`config.mk`:
```
export PLATFORM = sky130hd
export DESIGN_NAME = board_tag_stream_scanner_core
export DESIGN_NICKNAME = d
export VERILOG_FILES = /design/src/btss_pkg.sv /design/src/board_tag_stream_scanner_core.sv
export SDC_FILE = /design/constraint.sdc
export NUM_CORES = 1
export LEC_CHECK = 0
export ABC_AREA = 0
export BUFFER_PORTS_ARGS = -buffer_cell sky130_fd_sc_hd__buf_2
export CAP_MARGIN = 40
export CORE_UTILIZATION = 56
export DETAILED_ROUTE_END_ITERATION = 10
export PLACE_DENSITY = 0.81
export SLEW_MARGIN = 10
export SYNTH_ARGS = -nofsm -noshare
export SYNTH_HDL_FRONTEND = slang
export SYNTH_SLANG_ARGS = --single-unit
export TNS_END_PERCENT = 50
```
`constraint.sdc`:
```
create_clock -name aclk -period 3.6 [get_ports aclk]
set_input_delay 0.72 -clock aclk [delete_from_list [all_inputs] [get_ports aclk]]
set_output_delay 0.72 -clock aclk [all_outputs]
set_load 0.01 [all_outputs]
```
`src/btss_pkg.sv`:
```
// Package for the board tag stream scanner: payload structs, register indexes,
// default sizes and the magic tag character table.
// No dependencies; imported by board_tag_stream_scanner_core.
package btss_pkg;

    // Default sizing of the scanner.
    localparam int NAME_CAPACITY_DEF = 32;
    localparam int MAGIC_CHARS_DEF   = 20;

    // Fixed character codes used by the scanner.
    localparam logic [7:0] CHAR_NAME_END   = 8'h3B;
    localparam logic [7:0] CHAR_PRINT_LOW  = 8'h20;
    localparam logic [7:0] CHAR_PRINT_HIGH = 8'h7F;

    // Configuration register widths and reset values.
    localparam int CFG_DATA_W = 64;
    localparam int CFG_INDEX_W = 1;
    localparam int EXP_LEN_W = 4;
    localparam int EXP_NAME_CHARS = 8;
    localparam logic [CFG_DATA_W-1:0] EXP_NAME_RESET = 64'd478660949112;
    localparam logic [EXP_LEN_W-1:0]  EXP_LEN_RESET  = 4'd5;

    // Configuration register indexes.
    typedef enum logic [CFG_INDEX_W-1:0] {
        CFG_EXPECTED_NAME   = 1'b0,
        CFG_EXPECTED_LENGTH = 1'b1
    } cfg_index_t;

    // Input transaction payload.
    typedef struct packed {
        logic [7:0] data_byte;
        logic       chunk_end;
    } in_item_t;

    // Result transaction payload.
    typedef struct packed {
        logic mismatch_found;
        logic in_name;
        logic chunk_done;
    } out_item_t;

    // Magic tag characters; positions past the tag length hold zero.
    localparam int MAGIC_TAB_DEPTH = 32;
    localparam logic [7:0] MAGIC_TAB [MAGIC_TAB_DEPTH] = '{
        8'h43, 8'h52, 8'h4F, 8'h53, 8'h53, 8'h50, 8'h4F, 8'h49,
        8'h4E, 8'h54, 8'h2D, 8'h42, 8'h4F, 8'h41, 8'h52, 8'h44,
        8'h2D, 8'h56, 8'h31, 8'h3A, 8'h00, 8'h00, 8'h00, 8'h00,
        8'h00, 8'h00, 8'h00, 8'h00, 8'h00, 8'h00, 8'h00, 8'h00
    };

endpackage

```
`src/board_tag_stream_scanner_core.sv`:
```
// Board tag stream scanner top level: byte-wide tag search, name capture and
// on-the-fly name check. Depends on btss_pkg.
//
// The scanner takes one image byte per transaction and returns one result
// per byte in the cycle after the byte is accepted. It sustains one byte per
// clock: the whole decision for a byte is made in one pass of compare logic
// between the accepted input and a single result register, and s_ready stays
// high while that register is empty or its result is being taken in the same
// cycle. The result reports the sticky mismatch flag, whether name capture is
// active, and echoes chunk_end. Once a tag carrying a different name has been
// seen, the mismatch flag stays set and further bytes leave the state
// untouched until reset. Configuration writes take effect at once and must be
// issued only while no byte is in flight.
module board_tag_stream_scanner_core #(
    parameter int NAME_CAPACITY = btss_pkg::NAME_CAPACITY_DEF,
    parameter int MAGIC_CHARS   = btss_pkg::MAGIC_CHARS_DEF
) (
    input  logic                                 aclk,
    input  logic                                 aresetn,
    // Input byte channel.
    input  logic                                 s_valid,
    output logic                                 s_ready,
    input  btss_pkg::in_item_t                   s_data,
    // Result channel.
    output logic                                 m_valid,
    input  logic                                 m_ready,
    output btss_pkg::out_item_t                  m_data,
    // Configuration write port.
    input  logic                                 cfg_wr_en,
    input  logic [btss_pkg::CFG_INDEX_W-1:0]     cfg_index,
    input  logic [btss_pkg::CFG_DATA_W-1:0]      cfg_wdata
);
    import btss_pkg::*;

    localparam int COUNT_W = $clog2(NAME_CAPACITY + 1);
    localparam int PROG_W  = (MAGIC_CHARS > 1) ? $clog2(MAGIC_CHARS) : 1;
    localparam int CMP_W   = (COUNT_W > EXP_LEN_W) ? COUNT_W : EXP_LEN_W;
    localparam logic [PROG_W-1:0]  PROG_LAST = PROG_W'(MAGIC_CHARS - 1);
    localparam logic [COUNT_W-1:0] COUNT_CAP = COUNT_W'(NAME_CAPACITY);
    localparam int NAME_SEL_W = $clog2(EXP_NAME_CHARS);

    // Configuration registers.
    logic [CFG_DATA_W-1:0] expected_name_reg;
    logic [EXP_LEN_W-1:0]  expected_length_reg;

    // Scanner state.
    logic [PROG_W-1:0]  magic_progress_reg, magic_progress_next;
    logic               capture_active_reg, capture_active_next;
    logic [COUNT_W-1:0] name_count_reg, name_count_next;
    logic               name_equal_reg, name_equal_next;
    logic               mismatch_sticky_reg, mismatch_sticky_next;

    // Result register.
    logic      out_valid_reg, out_valid_next;
    out_item_t out_data_reg;

    logic       in_accept;
    logic       out_accept;
    logic [7:0] magic_char;
    logic [7:0] expected_char;
    logic       char_matches;
    logic       printable;
    logic       length_ok;

    assign in_accept  = s_valid && s_ready;
    assign out_accept = m_valid && m_ready;
    assign s_ready    = !out_valid_reg || m_ready;
    assign m_valid    = out_valid_reg;
    assign m_data     = out_data_reg;

    // Configuration writes.
    always_ff @(posedge aclk) begin
        if (!aresetn) begin
            expected_name_reg   <= EXP_NAME_RESET;
            expected_length_reg <= EXP_LEN_RESET;
        end else if (cfg_wr_en) begin
            unique case (cfg_index)
                CFG_EXPECTED_NAME:   expected_name_reg   <= cfg_wdata;
                CFG_EXPECTED_LENGTH: expected_length_reg <= cfg_wdata[EXP_LEN_W-1:0];
            endcase
        end
    end

    // Per-byte compares against the magic table and the expected name.
    always_comb begin
        magic_char    = MAGIC_TAB[5'(magic_progress_reg)];
        expected_char = expected_name_reg[8*name_count_reg[NAME_SEL_W-1:0] +: 8];
        char_matches  = (name_count_reg < COUNT_W'(EXP_NAME_CHARS))
                        && (expected_char == s_data.data_byte);
        printable     = (s_data.data_byte > CHAR_PRINT_LOW)
                        && (s_data.data_byte < CHAR_PRINT_HIGH);
        length_ok     = (CMP_W'(name_count_reg) == CMP_W'(expected_length_reg));
    end

    // Next state for one accepted byte.
    always_comb begin
        magic_progress_next  = magic_progress_reg;
        capture_active_next  = capture_active_reg;
        name_count_next      = name_count_reg;
        name_equal_next      = name_equal_reg;
        mismatch_sticky_next = mismatch_sticky_reg;
        if (in_accept && !mismatch_sticky_reg) begin
            if (capture_active_reg) begin
                if (s_data.data_byte == CHAR_NAME_END) begin
                    capture_active_next = 1'b0;
                    if (!length_ok || !name_equal_reg) begin
                        mismatch_sticky_next = 1'b1;
                    end
                end else if ((name_count_reg < COUNT_CAP) && printable) begin
                    name_equal_next = name_equal_reg && char_matches;
                    name_count_next = name_count_reg + COUNT_W'(1);
                end else begin
                    capture_active_next = 1'b0;
                end
            end else if (s_data.data_byte == magic_char) begin
                if (magic_progress_reg == PROG_LAST) begin
                    magic_progress_next = '0;
                    capture_active_next = 1'b1;
                    name_count_next     = '0;
                    name_equal_next     = 1'b1;
                end else begin
                    magic_progress_next = magic_progress_reg + PROG_W'(1);
                end
            end else if (s_data.data_byte == MAGIC_TAB[0]) begin
                // Lookback restart: this byte may open a new tag.
                magic_progress_next = PROG_W'(1 % MAGIC_CHARS);
            end else begin
                magic_progress_next = '0;
            end
        end
    end

    // Result register occupancy.
    always_comb begin
        out_valid_next = out_valid_reg;
        if (in_accept) begin
            out_valid_next = 1'b1;
        end else if (out_accept) begin
            out_valid_next = 1'b0;
        end
    end

    // Control state.
    always_ff @(posedge aclk) begin
        if (!aresetn) begin
            magic_progress_reg  <= '0;
            capture_active_reg  <= 1'b0;
            name_count_reg      <= '0;
            name_equal_reg      <= 1'b1;
            mismatch_sticky_reg <= 1'b0;
            out_valid_reg       <= 1'b0;
        end else begin
            magic_progress_reg  <= magic_progress_next;
            capture_active_reg  <= capture_active_next;
            name_count_reg      <= name_count_next;
            name_equal_reg      <= name_equal_next;
            mismatch_sticky_reg <= mismatch_sticky_next;
            out_valid_reg       <= out_valid_next;
        end
    end

    // Result payload, loaded with the state after each accepted byte.
    always_ff @(posedge aclk) begin
        if (in_accept) begin
            out_data_reg.mismatch_found <= mismatch_sticky_next;
            out_data_reg.in_name        <= capture_active_next;
            out_data_reg.chunk_done     <= s_data.chunk_end;
        end
    end

`ifndef SYNTH
    // Once set, the mismatch flag never clears before reset.
    assert property (@(posedge aclk) disable iff (!aresetn)
        mismatch_sticky_reg |=> mismatch_sticky_reg)
        else $error("mismatch flag cleared without reset");

    // A mismatch ends capture for good.
    assert property (@(posedge aclk) disable iff (!aresetn)
        mismatch_sticky_reg |-> !capture_active_reg)
        else $error("capture active after mismatch");

    // Magic search is parked at zero while a name is captured.
    assert property (@(posedge aclk) disable iff (!aresetn)
        capture_active_reg |-> (magic_progress_reg == '0))
        else $error("magic progress nonzero during capture");

    // The name count never passes the capacity.
    assert property (@(posedge aclk) disable iff (!aresetn)
        name_count_reg <= COUNT_CAP)
        else $error("name count beyond capacity");
`endif

endmodule
```
After elaboration in Yosys (flattened, before gate mapping)
Memories as Yosys holds them, arrays and structs flattened.
Index checks and enable logic that the tools add are counted.
{"block": "word_totals", "register_bits": 86, "mem_bits_ro": 256, "input_bits": 79, "output_inout_bits": 5, "word_cells": 78, "n_memories": 1}
{"name": "(name not given)", "words": 32, "word_bits": 8, "rd": 1, "rd_ports_with_merged_regs": 0, "wr": 0, "line_no": "board_tag_stream_scanner_core.sv:86", "text": "magic_char = MAGIC_TAB[5'(magic_progress_reg)];"}
{"block": "classes", "addsub": 2, "order_cmp": 5, "n_eq_ne": 8, "shifts": 1, "mux": 27, "bitwise": 3, "reduce_logical": 20}
{"op": "$shiftx A64 B7 Y8", "n": 1}
{"op": "$mux W6", "n": 5}
{"op": "$mux W1", "n": 18}
{"op": "$eq A8 B8 Y1", "n": 2}
{"op": "$mux W8", "n": 2}
{"op": "$mux W5", "n": 2}
{"op": "$eq A8 B6 Y1 const B", "n": 1}
{"op": "$eq A8 B7 Y1 const B", "n": 1}
{"op": "$gt A8 B6 Y1 const B", "n": 1}
{"op": "$lt A8 B7 Y1 const B", "n": 1}
{"op": "$logic_and A1 B1 Y1", "n": 7}
{"op": "$add A6 B1 Y6 const B", "n": 1}
{"op": "$eq A6 B4 Y1", "n": 1}
{"op": "$ge A6 B6 Y1 const B", "n": 1}
{"op": "$lt A6 B4 Y1 const B", "n": 1}
{"op": "$lt A6 B6 Y1 const B", "n": 1}
{"op": "$not A5 Y6", "n": 1}
{"op": "$reduce_and A2 Y1", "n": 3}
{"op": "$reduce_bool A2 Y1", "n": 3}
{"op": "$add A5 B1 Y5 const B", "n": 1}
{"op": "$eq A5 B5 Y1 const B", "n": 1}
{"op": "$reduce_and A5 Y1", "n": 1}
{"op": "$logic_not A1 Y1", "n": 4}
{"op": "$logic_or A1 B1 Y1", "n": 2}
{"op": "other kinds (3)", "n": 4}

Longest topological paths before layout
{"block": "logic_depth", "ltp_word": 8, "mapped_depth": 10, "mapped_depth_nobuf": 9}

Worst setup path before layout
OpenSTA, ideal clock, no wires.
{"block": "synth_path", "kind": "register to register", "start": "register magic_progress_reg[1]", "end": "register magic_progress_reg[0]", "setup_time_ns": 0.074, "arrival_time_ns": 2.680, "t_required_ns": 3.526, "path_slack_ns": 0.846, "path_stages_with_launch": 11, "n_path_buf": 1, "period_less_slack_ns": 2.754, "cell_sequence": "dfxtp_1 inv_1 ha_1 or3b_2 a21oi_1 xnor2_1 o311ai_1 or4_1 buf_2 or3_1 a31oi_1"}
{"block": "synth_between", "elab_chain_cells": 6, "word_cells_on_any_way": 8, "classes_between": "eq/ne (2); mux (4); bitwise (1); memory (1)"}
{"item": "start: declaration", "line_no": "board_tag_stream_scanner_core.sv:47", "text": "logic [PROG_W-1:0] magic_progress_reg, magic_progress_next;"}
{"item": "start signal: assignment", "line_no": "board_tag_stream_scanner_core.sv:153", "text": "magic_progress_reg <= magic_progress_next;"}
{"item": "$not A5 Y6 (implied by the code)", "line_no": "board_tag_stream_scanner_core.sv:86"}
{"item": "$mem_v2 Z32 W8"}
{"item": "$mux W8 (implied by the code) (2 in series)", "line_no": "board_tag_stream_scanner_core.sv:86"}
{"item": "$eq A8 B8 Y1", "line_no": "board_tag_stream_scanner_core.sv:115", "text": "end else if (s_data.data_byte == magic_char) begin"}
{"item": "$mux W5 *", "line_no": "board_tag_stream_scanner_core.sv:115"}
Every way passes the cells marked *; elsewhere a longest branch is shown, timed or not. The select of a mux whose other input is x is not followed.
A chain may end at the register's enable or synchronous reset.

Worst setup path after layout
{"block": "layout_path", "start": "register magic_progress_reg[0]", "end": "register name_count_reg[4]"}
{"block": "layout_between", "elab_chain_cells": 7, "word_cells_on_any_way": 9, "classes_between": "eq/ne (2); mux (2); bitwise (1); reduce/logical (3); memory (1)"}
{"item": "$not A5 Y6 (implied by the code)", "line_no": "board_tag_stream_scanner_core.sv:86"}
{"item": "$mem_v2 Z32 W8"}
{"item": "$mux W8 (implied by the code) (2 in series)", "line_no": "board_tag_stream_scanner_core.sv:86"}
{"item": "$eq A8 B8 Y1", "line_no": "board_tag_stream_scanner_core.sv:115"}
{"item": "$reduce_bool A2 Y1 (no source line)"}
{"item": "$reduce_and A5 Y1 (no source line) *"}
{"item": "end signal: assignment", "line_no": "board_tag_stream_scanner_core.sv:155", "text": "name_count_reg <= name_count_next;"}
{"item": "end: declaration", "line_no": "board_tag_stream_scanner_core.sv:49", "text": "logic [COUNT_W-1:0] name_count_reg, name_count_next;"}
Marks and branches as above.

==> out/metrics.cfg <==
[status]
status=complete, no violations

[synthesis]
synth_cells=525
async_reset_ff_frac=0
synth-edff-count=3
yosysWarnings=0
synth.distinct_cells=54
netlist_area_mm2=0.00441
synthMostInstantiatedCell=nand2_1
ys_top_cells_by_area=dfxtp_1 (38%), nand2_1 (13%), a21boi_0 (7.7%)
synth.yosys.seq_area_share=0.397
synth_area_leader_cell=dfxtp_1
ys.flop_type=dfxtp_1
synth_seq_cells=86
synthDominantCellAreaShare=0.377
avgSynthCellArea_um2=8.40
yosys-top-cells-count=nand2_1 (150), dfxtp_1 (83), a21boi_0 (45), nand3_1 (35), clkbuf_1 (29)
synth_nets=611

[cts]
numCtsBuffers=9
clkSlewWorstSetupHoldPaths_ns=0.09
cts.sink_count=86
cts-hold-fix-buffers=0
root_buffer=clkbuf_8
postCtsSetupBuffers=0
insertion_delay_ns=0.36
cts_max_level=3
cts_resized=0
clockBufferDepth=2
cts_tree=yes

[pwr]
leakage_nw=2.04
p_total_mw=1.92
vdd_ir_drop_max_uv=298
cellPowerDensity_mw_per_mm2=379

[grt]
grt_start_max_net_pins=64
grt_pass1_wl_mm=17.2
grt.overflow.total=0
grt_util_all_layers=0.261
antenna_found_initial=0
first_global_vias=3758

[final_layout]
syn_to_final_growth_pct=14.8
drive_gt1_frac=0.220
fillers=648
largest_reg_flops=64
diodes=0
multi_input_area_mm2=0.00246
nNetsFinal=676
seq_area_mm2=0.00175

[route]
via_per_inst=5.68
wirelength_mm=10.3
dr.first_iter.drc_count=227
vias=3940
drcViolationCount=0
ant_nets=0
firstDrtPassIters=5
wl_per_cell_um=14.8

[floorplan]
fp.dieH_um=90.7
core_mm2=0.00745
die_x_um=90.7
io_pins=84
num_rows=31
start_util=0.592
dieArea_mm2=0.00823

[worst_setup_path]
critPathKind=flip-flop to flip-flop
worstPathRequired_ns=3.84
crit_path_end_kind=flip-flop
arrival_ns=3.39
worst-path-max-fanout=11
cp-start-kind=flip-flop

[timing]
post-route-period-util=0.874
tns_ns=0
max_freq_mhz=318
layout_min_cycle_time_ns=3.15
max_slew_margin=0.411
finClkSkew_ns=0.00498
rsz0062_at_grt=false
drv_slew=0
setup_viol=0
worst_pin_slew_ns=0.883
finalHoldViolCount=0

[hold_path]
hp-class=flip-flop to flip-flop

[place]
port_buffers=83
hpwl_mm=7.27
finalWeightedCongestion=0.862

[run]
cap_violations=0

==> routing by layer <==
layer / track usage / share of wire / up-vias / wire, um
li1: - / - / 1930 / -
met1: 0.329 / 0.43 / 1836 / 4450
met2: 0.438 / 0.48 / 160 / 4890
met3: 0.0564 / 0.075 / 14 / 773
met4: 0.0927 / 0.017 / 0 / 173
met5: 0 / 0 / - / 0
==> cells by family (layout without fill, tap and decap cells) <==
| group | Yosys count | in the layout | synth area share |
|---|---|---|---|
| xor+xnor | 20 | 20 | 0.0397 |
| buf+inv | 48 | 118 | 0.0463 |
| compound gates | 92 | 92 | 0.154 |
| simple gates | 246 | 246 | 0.247 |
| mux | 26 | 26 | 0.0965 |
| fa+ha+maj | 7 | 7 | 0.0199 |
| flops | 86 | 86 | 0.397 |
==> layout make-up <==
type                    instances  share of cell area
clock buffers                  13              0.0353
inverters                      10             0.00741
clock inverters                 3             0.00470
flip-flops and latches         86               0.346
repair buffers                 92              0.0954
well taps                      99              0.0245
multi-input cells             391               0.487
==> worst paths after layout <==
path	from	endpoint	slack, ns	cells after the start
worst max-delay path	magic_progress_reg[0]	name_count_reg[4]	0.45	9
worst min-delay path	expected_name_reg[42]	expected_name_reg[42]	0.47	2
worst max register to register	magic_progress_reg[0]	name_count_reg[4]	0.45	9
worst min register to register	expected_name_reg[42]	expected_name_reg[42]	0.47	2
==> worst max-delay path, cell delays in order (launching register included) <==
cell	delay (ns)
dfxtp_1	0.55
inv_1	0.17
ha_1	0.28
nor2b_1	0.18
a2111oi_2	0.42
o21a_1	0.17
o22ai_1	0.06
or4_1	0.71
o21ai_1	0.40
nor2_1	0.10
==> metrics by stage <==
step | utilization | hold WS, ns | cells | area (um^2) | worst slack, ns
final | 0.680 | 0.466 | 694 | 5060 | 0.454
after global routing | 0.680 | 0.485 | 694 | 5060 | 0.331
after CTS | 0.680 | 0.469 | 694 | 5060 | 0.501
after detailed placement | 0.653 | 0.457 | 678 | 4860 | 0.528
after global placement | 0.653 | 0.446 | 678 | 4860 | 0.626
after floorplan | - | 0.435 | 525 | 4410 | 0.846
==> report_power, final <==
part           internal (mW)  switching [mW]  total [mW]  leakage (nW)
Combinational          0.100           0.117       0.217          1.23
Sequential              1.00          0.0223        1.02         0.710
Clock                  0.329           0.351       0.680        0.0983
==> layout by cell type, fill, tap and decap left out, drive strengths merged, types with 2 or more instances in the layout <==
master and count:
o21ai 6, and2 4, a2111oi 2, a221oi 2, o211ai 3, nand2b 6
nor4 3, and3 2, mux2 2, or3 4, nand3b 2, xor2 9
nand2 150, buf 92, o21a 3, nand4 3, dfxtp 83, a31oi 3
clkbuf 13, mux4 13, a21o 3, clkinvlp 2, a21oi 7, xnor2 11
nor2b 7, o22ai 3, or4 3, ha 7, nor3 8, a21boi 48
mux2i 11, edfxtp 3, inv 11, nor2 14, or2 2, o31ai 3
nand3 35, a22oi 3
Power figures use the tool's default switching activity.
